$ cat src/rtl/ttec_pkg.sv
// ----------------------------------------------------------------------------
// ttec_pkg
// Shared types and constants for the transverse thrust engine.
// ----------------------------------------------------------------------------
`timescale 1ns / 1ps
`default_nettype none

package ttec_pkg;

  localparam int MAX_OBJECTS_DEF = 64;
  localparam int COMP_BITS_DEF   = 16;
  localparam int MOM_W           = 16;
  localparam int R2_W            = 32;
  localparam int Q15_FRAC        = 15;
  localparam int RES_W           = 16;
  localparam logic [RES_W-1:0] Q15_ONE = 16'h8000;

  typedef struct packed {
    logic signed [MOM_W-1:0] x;
    logic signed [MOM_W-1:0] y;
  } obj_t;

endpackage

`default_nettype wire

$ cat src/rtl/ttec_cell.sv
// ----------------------------------------------------------------------------
// ttec_cell
// One storage cell of the object ring: loads an object or shifts toward head.
// ----------------------------------------------------------------------------
`timescale 1ns / 1ps
`default_nettype none

module ttec_cell (
  input  wire logic          clk,
  input  wire logic          load_en,
  input  wire logic          rot_en,
  input  wire logic          wrap,
  input  ttec_pkg::obj_t     load_obj,
  input  ttec_pkg::obj_t     next_obj,
  input  ttec_pkg::obj_t     head_obj,
  output ttec_pkg::obj_t     obj
);
  import ttec_pkg::*;

  always_ff @(posedge clk) begin
    if (load_en) begin
      obj <= load_obj;
    end else if (rot_en) begin
      obj <= wrap ? head_obj : next_obj;
    end
  end

endmodule

`default_nettype wire

$ cat config.mk
export PLATFORM = sky130hd
export DESIGN_NAME = ttec_cell
export DESIGN_NICKNAME = d
export VERILOG_FILES = /design/src/rtl/ttec_pkg.sv /design/src/rtl/ttec_cell.sv
export SDC_FILE = /design/constraint.sdc
export NUM_CORES = 1
export LEC_CHECK = 0
export BUFFER_PORTS_ARGS = -buffer_cell sky130_fd_sc_hd__buf_2
export CAP_MARGIN = 20
export CORE_ASPECT_RATIO = 1.5
export CORE_MARGIN = 2
export CORE_UTILIZATION = 35
export CTS_BUF_LIST = sky130_fd_sc_hd__clkbuf_16
export CTS_CLUSTER_SIZE = 20
export DETAILED_ROUTE_END_ITERATION = 10
export GPL_TIMING_DRIVEN = 0
export PLACE_DENSITY = 0.73
export SYNTH_ARGS = -nofsm -noshare
export SYNTH_HDL_FRONTEND = slang
export SYNTH_SLANG_ARGS = --single-unit
$ cat constraint.sdc
create_clock -name clk -period 1.3 [get_ports clk]
set_input_delay 0.065 -clock clk [delete_from_list [all_inputs] [get_ports clk]]
set_output_delay 0.065 -clock clk [all_outputs]
set_load 0.05 [all_outputs]
==> out/results.md <==
| Metric | Value |
|:---|:---|
| Status | completed |
| DRT antenna net count | 0 |
| Clock Pin Slew Worst Setup and Hold Paths | 0.05 ns |
| Number of cell rows | 30 |
| Starting DRT DRC Count | 43 |
| TritonCTS clock tree | done |
| Number of antenna violations at the first check in global routing | 0 |
| Maximum root-to-sink buffer count | 2 |
| Critical setup path kind | input port to register |
| Endpoint class of the critical path | register |
| Die Ht | 88.7 um |
| Levels on crit path | 2 |
| Largest stage delay on the critical path | 0.64 ns |
| Leakage | 1.28 nW |
| All-Layer GR Usage | 16.8% |
| Maximum VDD drop | 0.719 mV |
| Filler instances | 452 |
| Routed wire per std cell | 12.9 um |
| Switching part of the total | 31.5% |
| Most frequent cells in the layout | 135 x sky130_fd_sc_hd__buf_2, 32 x sky130_fd_sc_hd__mux2i_1, 32 x sky130_fd_sc_hd__nand2_1, 32 x sky130_fd_sc_hd__edfxtp_1, 30 x sky130_fd_sc_hd__o21ai_1 |
| Maximum Capacitance Violations | 0 |
| Slew of the pin with the lowest slew margin | 0.749 ns |
| Largest net degree at the start of global routing | 33 |
| Final total negative setup slack | 0 ns |
| Number of setup buffers added after CTS | 0 |
| Routed via count | 1,541 |
| Fin cells | 341 |
| Detailed-routing iteration count for the pre-antenna-repair pass | 4 |
| PostCTS Resize Cnt | 0 |
| Clk sink count | 32 |
| YS warnings | 0 |
| Number of nets in the layout | 376 |
| Final critical-path required period | 1.00 ns |
| Family with the most delay on the worst path | simple AND/OR/NAND/NOR gates |
| Area of the mapped netlist | 0.00167 mm^2 |
| Number of flip-flops in the largest register | 32 |
| Critical Path, Cell by Cell | buf_2 > or2_2 |
| Place WS | -0.00994 ns |
| Post-Place Cells | 333 |
| Post-CTS Hold Fix Bufs | 0 |
| Finish-stage setup viols | 0 |
| Grt ovf | 0 |
| Fraction of layout instances using a drive strength above 1 | 52.3% |
| Power share of the combinational group | 28.3% |
| Buffer type at the clock tree root | sky130_fd_sc_hd__clkbuf_16 |
| Worst hold stages | 3 |
| Number of synthesized register bits | 32 |
| Vias in the first global route | 1,471 |
| Initial Util | 36.5% |
| Pint | 2.25 mW |
| Layout overhead on the synthesized area | 51.5% |
| Number of DRC violations after detailed routing | 0 |
| Relative contribution of the clock network to total power | 32.0% |
| Worst path required time | 1.19 ns |
| Element type at the critical path start | input port |
| Most common library cell in the layout ignoring fill and taps | sky130_fd_sc_hd__buf_2 |
| Tightest slew margin relative to the limit | 50.1% |
| Max frequency | 998 MHz |
| Total die area | 0.00536 mm^2 |
| Share of power burned in registers | 39.6% |
| Largest register by flop count | obj |
| H-tree levels | 2 |
| Detailed placer's ending HPWL | 3.45 mm |
| CP Data Arrival Time | 0.90 ns |
| Crit path buffers/inverters | 1 |
| Largest registers in the final layout | obj: 32 flops |
| I/O Pins | 132 |
| Endpoints failing hold | 0 |
| Final worst path period share | 77.1% |
| Cell accounting for the most synthesized area | sky130_fd_sc_hd__edfxtp_1 |
| Mapped Nets | 240 |
| Switching power | 1.04 mW |
| Post-synthesis average cell area | 11.9 um^2 |
| Sequential fraction of the synthesis area | 57.4% |
| Buffers added on ports | 129 |
| Die boundary width | 60.5 um |
| Storage element area | 961 um^2 |
| Mapped Cells | 140 |
| Max Transition Viols Final | 0 |
| Total area of multi-input combinational cells | 607 um^2 |
| Core Region | 0.00458 mm^2 |
| Power per cell area | 1300 mW/mm^2 |
| Clock buffer count from CTS | 5 |
| First-pass GRT wire length | 6.53 mm |
| Total length of routed wires | 4.39 mm |
| Hold crit path type | input port to register |
| Vias per cell | 4.52 |
| Slowest cell on the critical path | sky130_fd_sc_hd__or2_2 |
| Placer congestion estimate | 0.807 |
| Number of antenna diodes | 0 |
| Final setup slack of the worst path | 0.298 ns |
| Fraction of synthesized cell area taken by the top area cell type | 57.4% |
| Netlist cell types | 10 |
| Cells taking the most area after synthesis | sky130_fd_sc_hd__edfxtp_1 57%, sky130_fd_sc_hd__mux2i_1 19%, sky130_fd_sc_hd__o21ai_1 9.0% |
| Setup repair after global routing missed its margin | false |
| Highest net fanout along the worst path | 32 |
[metal layers]
layer  share of wire [%]  vias up  track usage (%)  wire [um]
li1                    -      780                -          -
met1                  35      693             16.0       1520
met2                  57       62             31.5       2510
met3                 6.5        6             5.12        284
met4                 1.7        0             7.71         73
met5                   0        -                0          0
[through the flow]
step	hold WS [ns]	utilization [%]	cell area [um^2]	total power, mW
after floorplan	0.256	-	1670	1.97
after global placement	0.346	52.4	2400	2.25
after detailed placement	0.349	52.4	2400	2.27
after CTS	0.0705	55.4	2530	3.33
after global routing	0.0837	55.4	2530	3.44
final	0.0748	55.4	2530	3.29
[synthesized netlist by cell type]
library cell and n:
sky130_fd_sc_hd__edfxtp_1 32, sky130_fd_sc_hd__mux2i_1 32, sky130_fd_sc_hd__nand2_1 32, sky130_fd_sc_hd__o21ai_1 30, sky130_fd_sc_hd__buf_2 6, sky130_fd_sc_hd__buf_12 3, sky130_fd_sc_hd__o21ai_0 2, sky130_fd_sc_hd__buf_6 1
sky130_fd_sc_hd__clkbuf_1 1, sky130_fd_sc_hd__or2_2 1
[logic make-up (layout without fill, tap and decap cells)]
group                  after synthesis  after routing  share of synthesized area (%)
AOI/OAI and AO/OA                   32             32                           9.57
buffers and inverters               11            148                           6.28
DFF                                 32             32                           57.4
muxes                               32             32                           19.1
and+or+nand+nor                     33             33                           7.55
[power by group through the flow]
stage / registers, mW / logic (mW) / clock network (mW)
after floorplan: 1.76 / 0.203 / 0
after global placement: 1.32 / 0.929 / 0
after global routing: 1.32 / 0.993 / 1.13
after detailed placement: 1.32 / 0.941 / 0
final: 1.30 / 0.932 / 1.05
after CTS: 1.31 / 0.942 / 1.09
[cell type report]
cell class / count / share of cell area [%]
flip-flops and latches: 32 / 37.9
repair buffers: 129 / 25.5
multi-input cells: 97 / 23.9
well taps: 64 / 3.16
clock inverters: 3 / 0.444
clock buffers: 5 / 4.94
plain buffers: 11 / 4.15
[path summary, 6_finish.rpt]
check	start	to	slack [ns]
worst max-delay path	load_en	obj[13]$_DFFE_PP_	0.30
worst min-delay path	load_obj[29]	obj[29]$_DFFE_PP_	0.07
Note: power is estimated with default switching activity, not from simulation.
