**src/rtl/ttec_pkg.sv**
```systemverilog
// ----------------------------------------------------------------------------
// ttec_pkg
// Shared types and constants for the transverse thrust engine.
// ----------------------------------------------------------------------------
`timescale 1ns / 1ps
`default_nettype none

package ttec_pkg;

  localparam int MAX_OBJECTS_DEF = 64;
  localparam int COMP_BITS_DEF   = 16;
  localparam int MOM_W           = 16;
  localparam int R2_W            = 32;
  localparam int Q15_FRAC        = 15;
  localparam int RES_W           = 16;
  localparam logic [RES_W-1:0] Q15_ONE = 16'h8000;

  typedef struct packed {
    logic signed [MOM_W-1:0] x;
    logic signed [MOM_W-1:0] y;
  } obj_t;

endpackage

`default_nettype wire

```
**src/rtl/ttec_div.sv**
```systemverilog
// ----------------------------------------------------------------------------
// ttec_div
// Restoring divider, one quotient bit per cycle.
// ----------------------------------------------------------------------------
`timescale 1ns / 1ps
`default_nettype none

module ttec_div #(
  parameter int NW = 64,
  parameter int DW = 32
) (
  input  wire logic          clk,
  input  wire logic          rst,
  input  wire logic          start,
  input  wire logic [NW-1:0] num,
  input  wire logic [DW-1:0] den,
  output logic               done,
  output logic [NW-1:0]      quot
);
  import ttec_pkg::*;

  localparam int CNTW = $clog2(NW + 1);

  logic [NW-1:0]   nsh;
  logic [DW-1:0]   d;
  logic [DW-1:0]   rem;
  logic [DW:0]     trial;
  logic [CNTW-1:0] cnt;
  logic            run;

  assign trial = {rem, nsh[NW-1]};

  always_ff @(posedge clk) begin
    if (rst) begin
      run  <= 1'b0;
      done <= 1'b0;
      cnt  <= '0;
    end else begin
      done <= 1'b0;
      if (start) begin
        run <= 1'b1;
        cnt <= CNTW'(NW);
      end else if (run) begin
        cnt <= cnt - CNTW'(1);
        if (cnt == CNTW'(1)) begin
          run  <= 1'b0;
          done <= 1'b1;
        end
      end
    end
  end

  always_ff @(posedge clk) begin
    if (start) begin
      nsh  <= num;
      d    <= den;
      rem  <= '0;
      quot <= '0;
    end else if (run) begin
      nsh <= nsh << 1;
      if (trial >= {1'b0, d}) begin
        rem  <= DW'(trial - {1'b0, d});
        quot <= {quot[NW-2:0], 1'b1};
      end else begin
        rem  <= trial[DW-1:0];
        quot <= {quot[NW-2:0], 1'b0};
      end
    end
  end

endmodule

`default_nettype wire

```
**config.mk**
```make
export PLATFORM = sky130hd
export DESIGN_NAME = ttec_div
export DESIGN_NICKNAME = d
export VERILOG_FILES = /design/src/rtl/ttec_pkg.sv /design/src/rtl/ttec_div.sv
export SDC_FILE = /design/constraint.sdc
export NUM_CORES = 1
export LEC_CHECK = 0
export BUFFER_PORTS_ARGS = -buffer_cell sky130_fd_sc_hd__buf_2
export CAP_MARGIN = 5
export CORE_MARGIN = 1
export CORE_UTILIZATION = 56
export CTS_BUF_LIST = sky130_fd_sc_hd__clkbuf_4 sky130_fd_sc_hd__clkbuf_8
export CTS_CLUSTER_DIAMETER = 50
export DETAILED_ROUTE_END_ITERATION = 10
export GPL_ROUTABILITY_DRIVEN = 1
export PLACE_DENSITY = 0.89
export SYNTH_ARGS = -nofsm -noshare
export SYNTH_HDL_FRONTEND = slang
export SYNTH_SLANG_ARGS = --single-unit
```
**constraint.sdc**
```tcl
create_clock -name clk -period 6.25 [get_ports clk]
set_input_delay 1.5625 -clock clk [delete_from_list [all_inputs] [get_ports clk]]
set_output_delay 1.5625 -clock clk [all_outputs]
set_load 0.01 [all_outputs]
```
==> flow_metrics.tcl <==
set metrics [dict create \
    rows 47 \
    sequentialPowerShare_pct 47.1 \
    slew_headroom_pct 32.63 \
    rsz0062_at_grt "false" \
    yosysUniqueCellTypes 61 \
    hold_ws_ns 0.4886 \
    core_area_mm2 0.01664 \
    dr.pass1.iters 4 \
    yosysTopAreaCell "edfxtp_1" \
    dp_slack_ns 2.607 \
    start_kind "flip-flop" \
    overflow 0 \
    h-tree-depth 2 \
    setup_ws_ns 2.980 \
    post-cts-setup-buffer-count 0 \
    hold_viol_final 0 \
    track_usage_pct 22.65 \
    ant_nets 0 \
    clk_latency_ns 0.52 \
    grt_pass1_wl_mm 32.67 \
    post-route-util_pct 67.32 \
    drtIter0Drc 468 \
    cts_root_buffer "clkbuf_8" \
    routed_wirelength_mm 19.48 \
    cts_repair_resize_count 0 \
    tightest_slew_ns 1.010 \
    leakage_nw 4.804 \
    ff_latch_area_mm2 0.004989 \
    pwr-share-clk_pct 36.1 \
    clock_sinks 201 \
    cts_tree "built" \
    dp_hpwl_mm 13.20 \
    io_pins 164 \
    antennaDiodeCount 0 \
    wl_met1_mm 8.276 \
    synth_cells 861 \
    met2WireLength_mm 9.405 \
    die-area_mm2 0.01767 \
    placed_area_mm2 0.01051 \
    post-route-drc-count 0 \
    antenna_found_initial 1 \
    endpoint_kind "flip-flop" \
    gp_congestion 0.8933 \
    cts_buffers 35 \
    setup_violations 0 \
    cp_max_fo 42 \
    fillers 1227 \
    clk_pin_slew_worst_paths_ns 0.06 \
    ys_ff_latch 201 \
    grt_max_degree 83 \
    max-clock-path-buffers 3 \
    drive_above_1_share_pct 29.17 \
    syn_area_mm2 0.009599 \
    via_count 6882 \
    multi_input_area_mm2 0.004223 \
    synth_edf_count 96 \
    areaGrowthSynthToFinish_pct 16.71 \
    netlist.area_leader.share_pct 30.03 \
    p_sw_mw 0.8670 \
    combPwrFrac_pct 16.8 \
    hp-class "flip-flop to flip-flop" \
    vias_per_cell 5.453 \
    wl_per_cell_um 15.43 \
    crit_required_ns 6.61 \
    pwr_density_cell_mw_per_mm2 289.9 \
    clock_skew_ns 0.02980 \
    die_y_um 132.9 \
    ys_async_sr_fraction_pct 0 \
    synth_top_cells_by_area "edfxtp_1 (30%), dfxtp_1 (22%), mux2i_1 (9.0%), mux2_2 (7.5%), nor2_1 (4.5%)" \
    power.total_mw 3.247 \
    grt_pass1_vias 6904 \
    fp.dieW_um 132.9 \
    seq_area_frac_synth_pct 51.93 \
    final_area_mm2 0.01120 \
    period_share_pct 52.32 \
    cp.arrival_ns 3.63 \
    drv_cap 0 \
    irDropWorstVdd_v 0.0001894 \
    layout.cells.non_filler 1262 \
    start_util_pct 57.68 \
    report.final.slew_viol_count 0 \
    io_buffers 163 \
    setup_tns_ns 0 \
    syn-num-nets 995 \
    postCtsHoldBufs 0 \
    fin_nets 1152 \
    avgSynthCellArea_um2 11.15 \
    p_int_mw 2.380 \
    yosysWarnings 0 \
    synthFlopType "dfxtp_1" \
    netSwitchingFraction_pct 26.70 \
    period_minus_slack_ns 3.270 \
    status "complete, no violations" \
    routed-wl-met3_mm 1.204 \
    path_class "flip-flop to flip-flop" \
    place_inst 1201 \
    max_freq_mhz 305.8 \
    dr.max_layer_used "met5" \
]
==> worst max-delay path, stage by stage (launching register included) <==
cell and delay, ns:
edfxtp_1 0.32, inv_1 0.04, ha_1 0.44, nand4_1 0.25
nor4_1 0.34, o211ai_1 0.15, nand3_1 0.16, a21boi_2 0.12
o21ai_4 0.12, buf_4 0.49, mux2_2 0.40, mux2i_1 0.20
nor4_2 0.06
==> final timing paths <==
path	cells past startpoint	slack (ns)	start	endpoint
worst max-delay path	12	2.98	d[13]$_DFFE_PP_	rem[30]$_SDFFE_PP0P_
worst min-delay path	2	0.49	rem[1]$_SDFFE_PP0P_	rem[1]$_SDFFE_PP0P_
worst max register to register	12	2.98	d[13]$_DFFE_PP_	rem[30]$_SDFFE_PP0P_
worst min register to register	2	0.49	rem[1]$_SDFFE_PP0P_	rem[1]$_SDFFE_PP0P_
==> cell usage after synthesis, types with 2 or more instances <==
library cell	number
nor2_1	115
dfxtp_1	105
edfxtp_1	96
mux2i_1	86
mux2_2	64
inv_1	44
nand2_1	39
a21oi_1	36
ha_1	34
a211oi_1	27
clkbuf_1	22
o21ai_0	21
xnor2_1	18
buf_1	15
xor2_1	13
nor3_1	12
nand4_1	10
a21o_1	7
nand3_1	7
o21a_1	7
and3_1	6
nor4_1	5
buf_2	4
buf_6	4
nand3b_1	4
nor2b_1	4
o211ai_1	4
o21bai_1	4
and2_1	3
buf_4	3
nand2b_1	3
o21ai_1	3
o31ai_1	3
a221o_1	2
a221oi_1	2
a31oi_1	2
or2_2	2
or3_1	2
==> power groups by stage <==
stage	sequential [mW]	combinational, mW	clock (mW)
after global placement	1.55	0.525	0
after CTS	1.53	0.545	1.20
after floorplan	1.53	0.446	0
after global routing	1.54	0.608	1.26
final	1.53	0.546	1.17
after detailed placement	1.55	0.541	0
==> cell usage in the layout (no fill, tap or decap), types with 3 or more instances in the layout <==
master,synthesis,routed
a211oi_1,27,27
a21o_1,7,7
a21oi_1,36,36
and2_1,3,3
and3_1,6,6
buf_2,4,162
buf_4,3,5
clkbuf_4,0,11
clkbuf_8,0,40
clkinv_1,0,4
clkinvlp_4,0,3
dfxtp_1,105,104
edfxtp_1,96,96
ha_1,34,34
inv_1,44,44
mux2_2,64,64
mux2i_1,86,86
nand2_1,39,39
nand2b_1,3,3
nand3_1,7,7
nand3b_1,4,4
nand4_1,10,10
nor2_1,115,115
nor2b_1,4,4
nor3_1,12,12
nor4_1,5,5
o211ai_1,4,4
o21a_1,7,7
o21ai_0,21,21
o21ai_1,3,3
o21bai_1,4,4
o31ai_1,3,3
xnor2_1,18,18
xor2_1,13,13
==> logic make-up (layout without fill, tap and decap cells) <==
group,Yosys count,count (layout),share of synthesized area (%)
buffers and inverters,92,273,4.080
XOR/XNOR,31,31,2.828
multiplexers,150,150,16.48
AND/OR/NAND/NOR,219,219,10.35
AO/OA/AOI/OAI,133,133,9.698
flip-flops,201,201,51.93
adder cells (fa/ha/maj),35,35,4.640
==> flip-flops by register name, indices dropped and copies added (netlist names) <==
name,count
nsh,64
run,1
d,32
done,1
cnt,7
rem,32
quot,64
==> layout make-up <==
cell class	count	area share (%)
Tap cell	220	2.457
Clock inverter	10	0.5249
Sequential cell	201	44.53
Timing Repair Buffer	168	7.673
Inverter	44	1.474
Multi-Input combinational cell	568	37.69
Clock buffer	51	5.651
==> per-layer routing <==
layer | up-vias | global-route usage [%]
li1 | 3401 | -
met1 | 3225 | 27.84
met2 | 209 | 37.43
met3 | 45 | 5.977
met4 | 2 | 9.898
met5 | - | 0
(Power assumes the default switching activity.)
