$ cat src/rtl/ttec_pkg.sv
// ----------------------------------------------------------------------------
// ttec_pkg
// Shared types and constants for the transverse thrust engine.
// ----------------------------------------------------------------------------
`timescale 1ns / 1ps
`default_nettype none

package ttec_pkg;

  localparam int MAX_OBJECTS_DEF = 64;
  localparam int COMP_BITS_DEF   = 16;
  localparam int MOM_W           = 16;
  localparam int R2_W            = 32;
  localparam int Q15_FRAC        = 15;
  localparam int RES_W           = 16;
  localparam logic [RES_W-1:0] Q15_ONE = 16'h8000;

  typedef struct packed {
    logic signed [MOM_W-1:0] x;
    logic signed [MOM_W-1:0] y;
  } obj_t;

endpackage

`default_nettype wire

$ cat src/rtl/ttec_isqrt.sv
// ----------------------------------------------------------------------------
// ttec_isqrt
// Iterative integer square root, one result bit per cycle.
// ----------------------------------------------------------------------------
`timescale 1ns / 1ps
`default_nettype none

module ttec_isqrt #(
  parameter int SW = 32
) (
  input  wire logic          clk,
  input  wire logic          rst,
  input  wire logic          start,
  input  wire logic [SW-1:0] value,
  output logic               done,
  output logic [SW-1:0]      root
);
  import ttec_pkg::*;

  localparam int STEPS = SW / 2;
  localparam int CNTW  = $clog2(STEPS + 1);

  logic [SW-1:0]   v;
  logic [SW-1:0]   onebit;
  logic [CNTW-1:0] cnt;
  logic            run;
  logic [SW-1:0]   trial;

  assign trial = root + onebit;

  always_ff @(posedge clk) begin
    if (rst) begin
      run  <= 1'b0;
      done <= 1'b0;
      cnt  <= '0;
    end else begin
      done <= 1'b0;
      if (start) begin
        run <= 1'b1;
        cnt <= CNTW'(STEPS);
      end else if (run) begin
        cnt <= cnt - CNTW'(1);
        if (cnt == CNTW'(1)) begin
          run  <= 1'b0;
          done <= 1'b1;
        end
      end
    end
  end

  always_ff @(posedge clk) begin
    if (start) begin
      v      <= value;
      root   <= '0;
      onebit <= SW'(1) << (SW - 2);
    end else if (run) begin
      if (v >= trial) begin
        v    <= v - trial;
        root <= (root >> 1) + onebit;
      end else begin
        root <= root >> 1;
      end
      onebit <= onebit >> 2;
    end
  end

endmodule

`default_nettype wire

$ cat config.mk
export PLATFORM = sky130hd
export DESIGN_NAME = ttec_isqrt
export DESIGN_NICKNAME = d
export VERILOG_FILES = /design/src/rtl/ttec_pkg.sv /design/src/rtl/ttec_isqrt.sv
export SDC_FILE = /design/constraint.sdc
export NUM_CORES = 1
export LEC_CHECK = 0
export ABC_AREA = 1
export BUFFER_PORTS_ARGS = -buffer_cell sky130_fd_sc_hd__buf_2
export CORE_MARGIN = 2
export CORE_UTILIZATION = 30
export DETAILED_ROUTE_END_ITERATION = 8
export PLACE_DENSITY = 0.49
export SYNTH_ARGS = -nofsm -noshare
export SYNTH_HDL_FRONTEND = slang
export SYNTH_SLANG_ARGS = --single-unit
$ cat constraint.sdc
create_clock -name clk -period 11.7 [get_ports clk]
set_clock_uncertainty 0.1 [all_clocks]
set_input_delay 0.585 -clock clk [delete_from_list [all_inputs] [get_ports clk]]
set_output_delay 0.585 -clock clk [all_outputs]
set_load 0.02 [all_outputs]
==> results.sh, run 1 <==
export IMPL_via_count=8985
export IMPL_cts_sinks=87
export IMPL_avgRoutedWirePerCell_um=15.30
export IMPL_clk_latency_ns=0.36
export IMPL_crit_family="compound AO/OA/AOI/OAI gates"
export IMPL_timing_final_hold_violations=0
export IMPL_gp_congestion=0.9263
export IMPL_cpPeakStageDelay_ns=0.64
export IMPL_final_nets=1572
export IMPL_synth_top_area_share=0.2019
export IMPL_cap_violations=0
export IMPL_ctsResizeCount=0
export IMPL_synth_compound_area_frac=0.1235
export IMPL_min_period_ns=4.621
export IMPL_p_comb_frac=0.603
export IMPL_antenna_cells=0
export IMPL_grt_pass1_vias=8740
export IMPL_p_seq_frac=0.246
export IMPL_die_y_um=173.9
export IMPL_max_clock_freq_mhz=216.4
export IMPL_netlist_instances=1412
export IMPL_synth_top_family_by_area="simple AND/OR/NAND/NOR gates"
export IMPL_power_density_mw_per_mm2=211.2
export IMPL_setup_tns_ns=0
export IMPL_via_per_inst=4.838
export IMPL_drv_slew=0
export IMPL_hold_worst_slack_ns=0.3037
export IMPL_synth_nets=1516
export IMPL_drt_wl_total_um=28420
export IMPL_leakage_nw=4.473
export IMPL_grt_max_degree=47
export IMPL_p_sw_w=0.001041
export IMPL_ys_warn_count=0
export IMPL_crit_arrival_ns=4.58
export IMPL_drive_gt1_frac=0.08215
export IMPL_yosys_area_top_type="nand2_1"
export IMPL_hold_path_class="primary input to flip-flop"
export IMPL_io_pins=68
export IMPL_numPortBuffers=67
export IMPL_peakVddDrop_uv=87.70
export IMPL_drc_errors=0
export IMPL_worstMarginPinSlew_ns=0.8145
export IMPL_grt_usage=0.1893
export IMPL_synth_area_mux_share=0
export IMPL_async_flop_share=0
export IMPL_clock_power_share=0.152
export IMPL_synth_edf_count=32
export IMPL_syn_cell_area_mm2=0.008663
export IMPL_ys_flop_type="dfxtp_1"
export IMPL_cp_slowest_cell="a21oi_4"
export IMPL_synth_avg_cell_area_um2=6.135
export IMPL_cts_hold_buf=0
export IMPL_rsz0062_at_grt="no"
export IMPL_antenna_left=0
export IMPL_path_class="flip-flop to flip-flop"
export IMPL_synth_simple_area_share=0.3979
export IMPL_ys_ff_latch=87
export IMPL_cts_buffers=9
export IMPL_crit_required_ns=11.66
export IMPL_yosysUniqueCellTypes=45
export IMPL_status="finished, final reports clean"
export IMPL_critPathMaxFanout=32
export IMPL_p_sw_frac=0.5095
export IMPL_firstDrtPassIters=5
export IMPL_cp_num_buf_inv=2
export IMPL_cts_tree="built"
export IMPL_row_count=62
export IMPL_setup_viol=0
export IMPL_antenna_found_initial=0
export IMPL_grt_pass1_wl_um=45550
export IMPL_clockBufferDepth=2
export IMPL_post_dp_hpwl_um=22840
export IMPL_finalCritPeriodShare=0.3949
export IMPL_area_delta_synth_final_pct=11.71
export IMPL_cp_end_kind="flip-flop"
export IMPL_slew_limit_headroom=0.4558
export IMPL_h_tree_depth=3
export IMPL_postCtsSetupRepairBufs=0
export IMPL_initial_core_util=0.3035
export IMPL_fin_ws_ns=7.079
export IMPL_cp_start_kind="flip-flop"
export IMPL_synth_xor_area_frac=0.04044
export IMPL_cts_root_buffer="clkbuf_16"
export IMPL_crit_chain="ha_1, nand2_1, o21ai_0, o21bai_1, nand2_1, nand2_1, nand3_1, nand2_1, xor2_1, ha_1, inv_2, o21bai_1, a21boi_0, nand2_1, a21oi_4, a31oi_4, buf_4"
export IMPL_power_internal_w=0.001003
export IMPL_ys_seq_area_frac=0.2380
export IMPL_dp_slack_ns=7.039
export IMPL_first_iter_violations=550
export IMPL_core_mm2=0.02855
export IMPL_synthTopCellsByArea="nand2_1 20%, dfxtp_1 13%, edfxtp_1 11%"
export IMPL_die_width_um=173.9
export IMPL_clk_pin_slew_ns=0.07
export IMPL_synth_fa_ha_area_frac=0.1005
export IMPL_crit_path_frequent_cell="nand2_1"
export IMPL_grt_ovfl_total=0
export IMPL_die_area_mm2=0.03025
-- final cells by class --
type | instances | area [um^2]
flip-flops and latches | 87 | 2062
multi-input cells | 1108 | 5758
repair buffers | 71 | 365.4
fillers | 3302 | 18870
inverters | 191 | 716.9
well taps | 384 | 480.5
clock inverters | 6 | 66.31
clock buffers | 10 | 229.0
-- routing by layer --
metal / routed length (um) / vias up / part of all wire / track usage
met1: 13880 / 4095 / 0.49 / 0.2537
met2: 13330 / 148 / 0.47 / 0.3265
met4: 386 / 0 / 0.014 / 0.04132
li1: - / 4714 / - / -
met5: 0 / - / 0 / 0
met3: 824 / 28 / 0.029 / 0.02209
-- cell usage after synthesis (3+ instances only) --
cell type	n
a21o_1	4
a21oi_1	70
a31oi_1	6
and2_1	4
buf_2	6
buf_6	3
clkbuf_1	12
dfxtp_1	55
edfxtp_1	32
ha_1	68
inv_1	188
inv_2	3
nand2_1	466
nand2_2	6
nand3_1	149
nand3b_1	12
nand4_1	16
nor2_1	114
nor2_4	3
nor3_1	16
nor4_1	3
o21a_1	5
o21ai_0	64
o21ai_1	9
o21bai_1	10
o22ai_1	15
or2_2	10
xnor2_1	21
xor2_1	19
-- cell families (layout without fill, tap and decap cells) --
kind of cell | count (synthesis) | after routing
DFF | 87 | 87
and+or+nand+nor | 807 | 807
AOI/OAI and AO/OA | 192 | 192
adders and majority gates | 69 | 69
buffers and inverters | 217 | 278
xor gates and xnor gates | 40 | 40
-- cells in the final DEF (no fill, tap or decap), types with 2 or more instances in the layout --
| master | instances |
|---|---|
| nand4_1 | 16 |
| o21ai_0 | 64 |
| nand3_2 | 2 |
| buf_2 | 67 |
| clkinv_2 | 2 |
| o21ai_1 | 9 |
| a31oi_1 | 5 |
| nor2_1 | 112 |
| ha_1 | 68 |
| edfxtp_1 | 32 |
| o22ai_1 | 15 |
| o21a_1 | 5 |
| dfxtp_1 | 55 |
| inv_2 | 3 |
| or2_2 | 10 |
| nand2_1 | 466 |
| o211ai_1 | 2 |
| xor2_1 | 19 |
| inv_1 | 188 |
| and2_1 | 4 |
| clkbuf_16 | 9 |
| a21o_1 | 4 |
| nand3_1 | 149 |
| nor2_4 | 3 |
| nand2_2 | 6 |
| a21oi_1 | 70 |
| a21oi_2 | 2 |
| nor2_2 | 4 |
| o21bai_1 | 10 |
| nor4_1 | 3 |
| xnor2_1 | 21 |
| and3_1 | 2 |
| nor3_1 | 16 |
| nand3b_1 | 12 |
| buf_4 | 4 |
-- power groups by stage --
stage | clock (W) | sequential (W) | combinational (W)
after global routing | 0.000328 | 0.000513 | 0.00140
final | 0.000310 | 0.000502 | 0.00123
after global placement | 0 | 0.000507 | 0.00122
after detailed placement | 0 | 0.000508 | 0.00122
after floorplan | 0 | 0.000497 | 0.000930
after CTS | 0.000318 | 0.000501 | 0.00123
-- sequential cells by signal (all words and copies together) (netlist names) --
name / count
v: 32
run: 1
root: 32
cnt: 5
done: 1
onebit: 16
-- final timing paths --
kind	slack, ns	depth (start not counted)	start	end
worst max-delay path	7.08	17	root[8]	v[26]
worst min-delay path	0.30	2	rst	cnt[4]
worst max register to register	7.08	17	root[8]	v[26]
worst min register to register	0.37	2	cnt[4]	cnt[4]
-- through the flow --
| stage | instances | power (W) | util | cell area [um^2] |
|---|---|---|---|---|
| after CTS | 1857 | 0.002050 | 0.3390 | 9678 |
| after global placement | 1841 | 0.001727 | 0.3287 | 9383 |
| after floorplan | 1412 | 0.001427 | - | 8663 |
| after detailed placement | 1841 | 0.001731 | 0.3287 | 9383 |
| final | 1857 | 0.002044 | 0.3390 | 9678 |
| after global routing | 1857 | 0.002242 | 0.3390 | 9678 |
Note: power is estimated with default switching activity, not from simulation.
==> run 2: changes to the inputs <==
--- a/config.mk
+++ b/config.mk
@@ -5,7 +5,7 @@
 export SDC_FILE = /design/constraint.sdc
 export NUM_CORES = 1
 export LEC_CHECK = 0
-export ABC_AREA = 1
+export ABC_AREA = 0
 export BUFFER_PORTS_ARGS = -buffer_cell sky130_fd_sc_hd__buf_2
 export CORE_MARGIN = 2
 export CORE_UTILIZATION = 30
==> constraint.sdc (replaced) <==
create_clock -name clk -period 4.38 [get_ports clk]
set_clock_uncertainty 0.1 [all_clocks]
set_input_delay 0.219 -clock clk [delete_from_list [all_inputs] [get_ports clk]]
set_output_delay 0.219 -clock clk [all_outputs]
set_load 0.02 [all_outputs]
==> run 2 against run 1 <==
Non-clock buffer count increased by 113. Combinational power rose to 2.7 times the previous value. First-iteration DRC count fell by 41%. Die area decreased by 15%. Highest routed layer unchanged.
==> results.sh, run 2 <==
export IMPL_status="finished, final reports clean"
export IMPL_post_dp_hpwl_um=16120
export IMPL_drc_errors=0
export IMPL_cts_hold_buf=0
export IMPL_p_seq_frac=0.224
export IMPL_synth_nets=984
export IMPL_yosysUniqueCellTypes=71
export IMPL_firstDrtPassIters=7
export IMPL_yosys_area_top_type="dfxtp_1"
export IMPL_grt_usage=0.1681
export IMPL_grt_max_degree=63
export IMPL_power_internal_w=0.003137
export IMPL_drive_gt1_frac=0.2786
export IMPL_ys_warn_count=0
export IMPL_path_class="flip-flop to flip-flop"
export IMPL_avgRoutedWirePerCell_um=15.93
export IMPL_dp_slack_ns=-0.3249
export IMPL_max_clock_freq_mhz=232.5
export IMPL_synth_avg_cell_area_um2=8.286
export IMPL_cap_violations=0
export IMPL_reg2reg_slack_ns=0.08
export IMPL_io_pins=68
export IMPL_cts_sinks=87
export IMPL_antenna_found_initial=0
export IMPL_placed_cell_area_mm2=0.008753
export IMPL_grt_ovfl_total=0
export IMPL_ys_ff_latch=87
export IMPL_final_nets=1140
export IMPL_crit_required_ns=4.55
export IMPL_critPathMaxFanout=8
export IMPL_clk_pin_slew_ns=0.07
export IMPL_cts_tree="built"
export IMPL_crit_arrival_ns=4.47
export IMPL_antenna_cells=0
export IMPL_setup_viol=0
export IMPL_min_period_ns=4.301
export IMPL_async_flop_share=0
export IMPL_clk_latency_ns=0.36
export IMPL_numPortBuffers=67
export IMPL_antenna_left=0
export IMPL_peakVddDrop_uv=209.5
export IMPL_slew_limit_headroom=0.2298
export IMPL_drv_slew=0
export IMPL_setup_tns_ns=0
export IMPL_grt_pass1_wl_um=34980
export IMPL_core_mm2=0.02411
export IMPL_initial_core_util=0.3025
export IMPL_synth_common_cells="88 x nand2_1, 87 x nor2_1, 68 x ha_1, 65 x o21ai_0, 55 x dfxtp_1"
export IMPL_cp_start_kind="flip-flop"
export IMPL_drt_wl_total_um=21750
export IMPL_rsz0062_at_grt="yes"
export IMPL_p_sw_frac=0.4166
export IMPL_fin_ws_ns=0.07859
export IMPL_worstMarginPinSlew_ns=1.154
export IMPL_cp_end_kind="flip-flop"
export IMPL_clock_power_share=0.162
export IMPL_die_y_um=159.9
export IMPL_cts_root_buffer="clkbuf_16"
export IMPL_p_comb_frac=0.614
export IMPL_layout_commonest_cell="buf_4"
export IMPL_cts_buffers=9
export IMPL_synth_most_common_cell="nand2_1"
export IMPL_synth_top_area_share=0.1510
export IMPL_row_count=57
export IMPL_synth_edf_count=32
export IMPL_first_iter_violations=327
export IMPL_timing_final_hold_violations=0
export IMPL_netlist_instances=880
export IMPL_p_sw_w=0.002240
export IMPL_grt_pass1_vias=6697
export IMPL_clockBufferDepth=2
export IMPL_top_regs="root x32, v x32, onebit x16"
export IMPL_via_count=6988
export IMPL_ys_seq_area_frac=0.2828
export IMPL_h_tree_depth=3
export IMPL_area_delta_synth_final_pct=30.47
export IMPL_ys_flop_type="dfxtp_1"
export IMPL_syn_cell_area_mm2=0.007292
export IMPL_layout_common_cells="112 x buf_4, 86 x nor2_1, 85 x nand2_1, 66 x buf_2, 61 x ha_1"
export IMPL_via_per_inst=5.119
export IMPL_hold_path_class="primary input to flip-flop"
export IMPL_power_density_mw_per_mm2=565.1
export IMPL_die_area_mm2=0.02557
export IMPL_synthTopCellsByArea="dfxtp_1 15%, edfxtp_1 13%, ha_1 12%"
export IMPL_finalInstanceArea_mm2=0.009514
export IMPL_die_width_um=159.9
export IMPL_gp_congestion=0.8622
export IMPL_leakage_nw=3.816
export IMPL_finalCritPeriodShare=0.9821
run 2: cells by family after synthesis:
kind of cell               Yosys count  synth area share
xor gates and xnor gates            65           0.07807
DFF                                 87            0.2828
and+or+nand+nor                    291            0.1860
adders and majority gates           69            0.1194
buffers and inverters               65           0.03552
muxes                               30           0.04221
AOI/OAI and AO/OA                  273            0.2560
run 2: power groups by stage:
stage,combinational [W],clock (W),sequential (W)
final,0.00330,0.000871,0.00120
after global placement,0.00303,0,0.00122
after global routing,0.00366,0.000926,0.00122
after CTS,0.00310,0.000897,0.00121
after floorplan,0.00190,0,0.00122
after detailed placement,0.00303,0,0.00122
run 2: per-layer routing:
layer  track usage  wire [um]  vias to the layer above
li1              -          -                     3607
met5             0          0                        -
met4       0.03808        286                        0
met2        0.2883      10530                      117
met1        0.2236      10200                     3245
met3       0.02519        724                       19
run 2: path summary, 6_finish.rpt:
path                   to  startpoint  depth (start not counted)
hold reg to reg    cnt[1]      cnt[1]                          2
setup reg to reg  root[5]    root[16]                         20
hold / removal        run         rst                          2
setup / recovery  root[5]    root[16]                         20
run 2: final cells by class:
cell class / instances / area, um^2
clock inverter: 6 / 90.09
inverter: 25 / 93.84
fill: 2550 / 14590
multi-input combinational: 729 / 5363
sequential: 87 / 2069
timing repair buffer: 184 / 1264
tap: 324 / 405.4
clock buffer: 10 / 229.0
run 2: per-stage QoR:
| stage | power [W] | std cells | utilization | hold WS [ns] |
|---|---|---|---|---|
| after global routing | 0.005807 | 1365 | 0.3947 | 0.02985 |
| after floorplan | 0.003116 | 880 | - | 0.1881 |
| after global placement | 0.004253 | 1339 | 0.3631 | 0.3868 |
| after CTS | 0.005201 | 1359 | 0.3817 | 0.01827 |
| after detailed placement | 0.004249 | 1339 | 0.3631 | 0.3901 |
| final | 0.005377 | 1365 | 0.3947 | 0.01807 |
run 2: repair_timing:
action / 4_1_cts / 5_1_grt
gates resized for setup: 23 / 54
cloned: 0 / 1
setup buffers: 4 / 5
endpoints found under the setup margin: 66 / 73
pin swaps: 20 / 35
hold endpoints to repair: 0 / 0
run 2: worst max-delay path, stage by stage, from the launching register on:
cell      delay (ns)
dfxtp_2         0.34
ha_4            0.24
a31o_4          0.24
or3_4           0.34
a211oi_4        0.32
o31ai_4         0.09
a31oi_1         0.18
buf_4           0.15
nor2_2          0.05
o21ai_2         0.15
xor2_1          0.09
ha_1            0.31
nand2_1         0.07
o211ai_1        0.21
a211oi_2        0.11
o21bai_2        0.20
a21oi_4         0.06
buf_12          0.17
buf_4           0.15
or3_4           0.36
a311oi_2        0.26
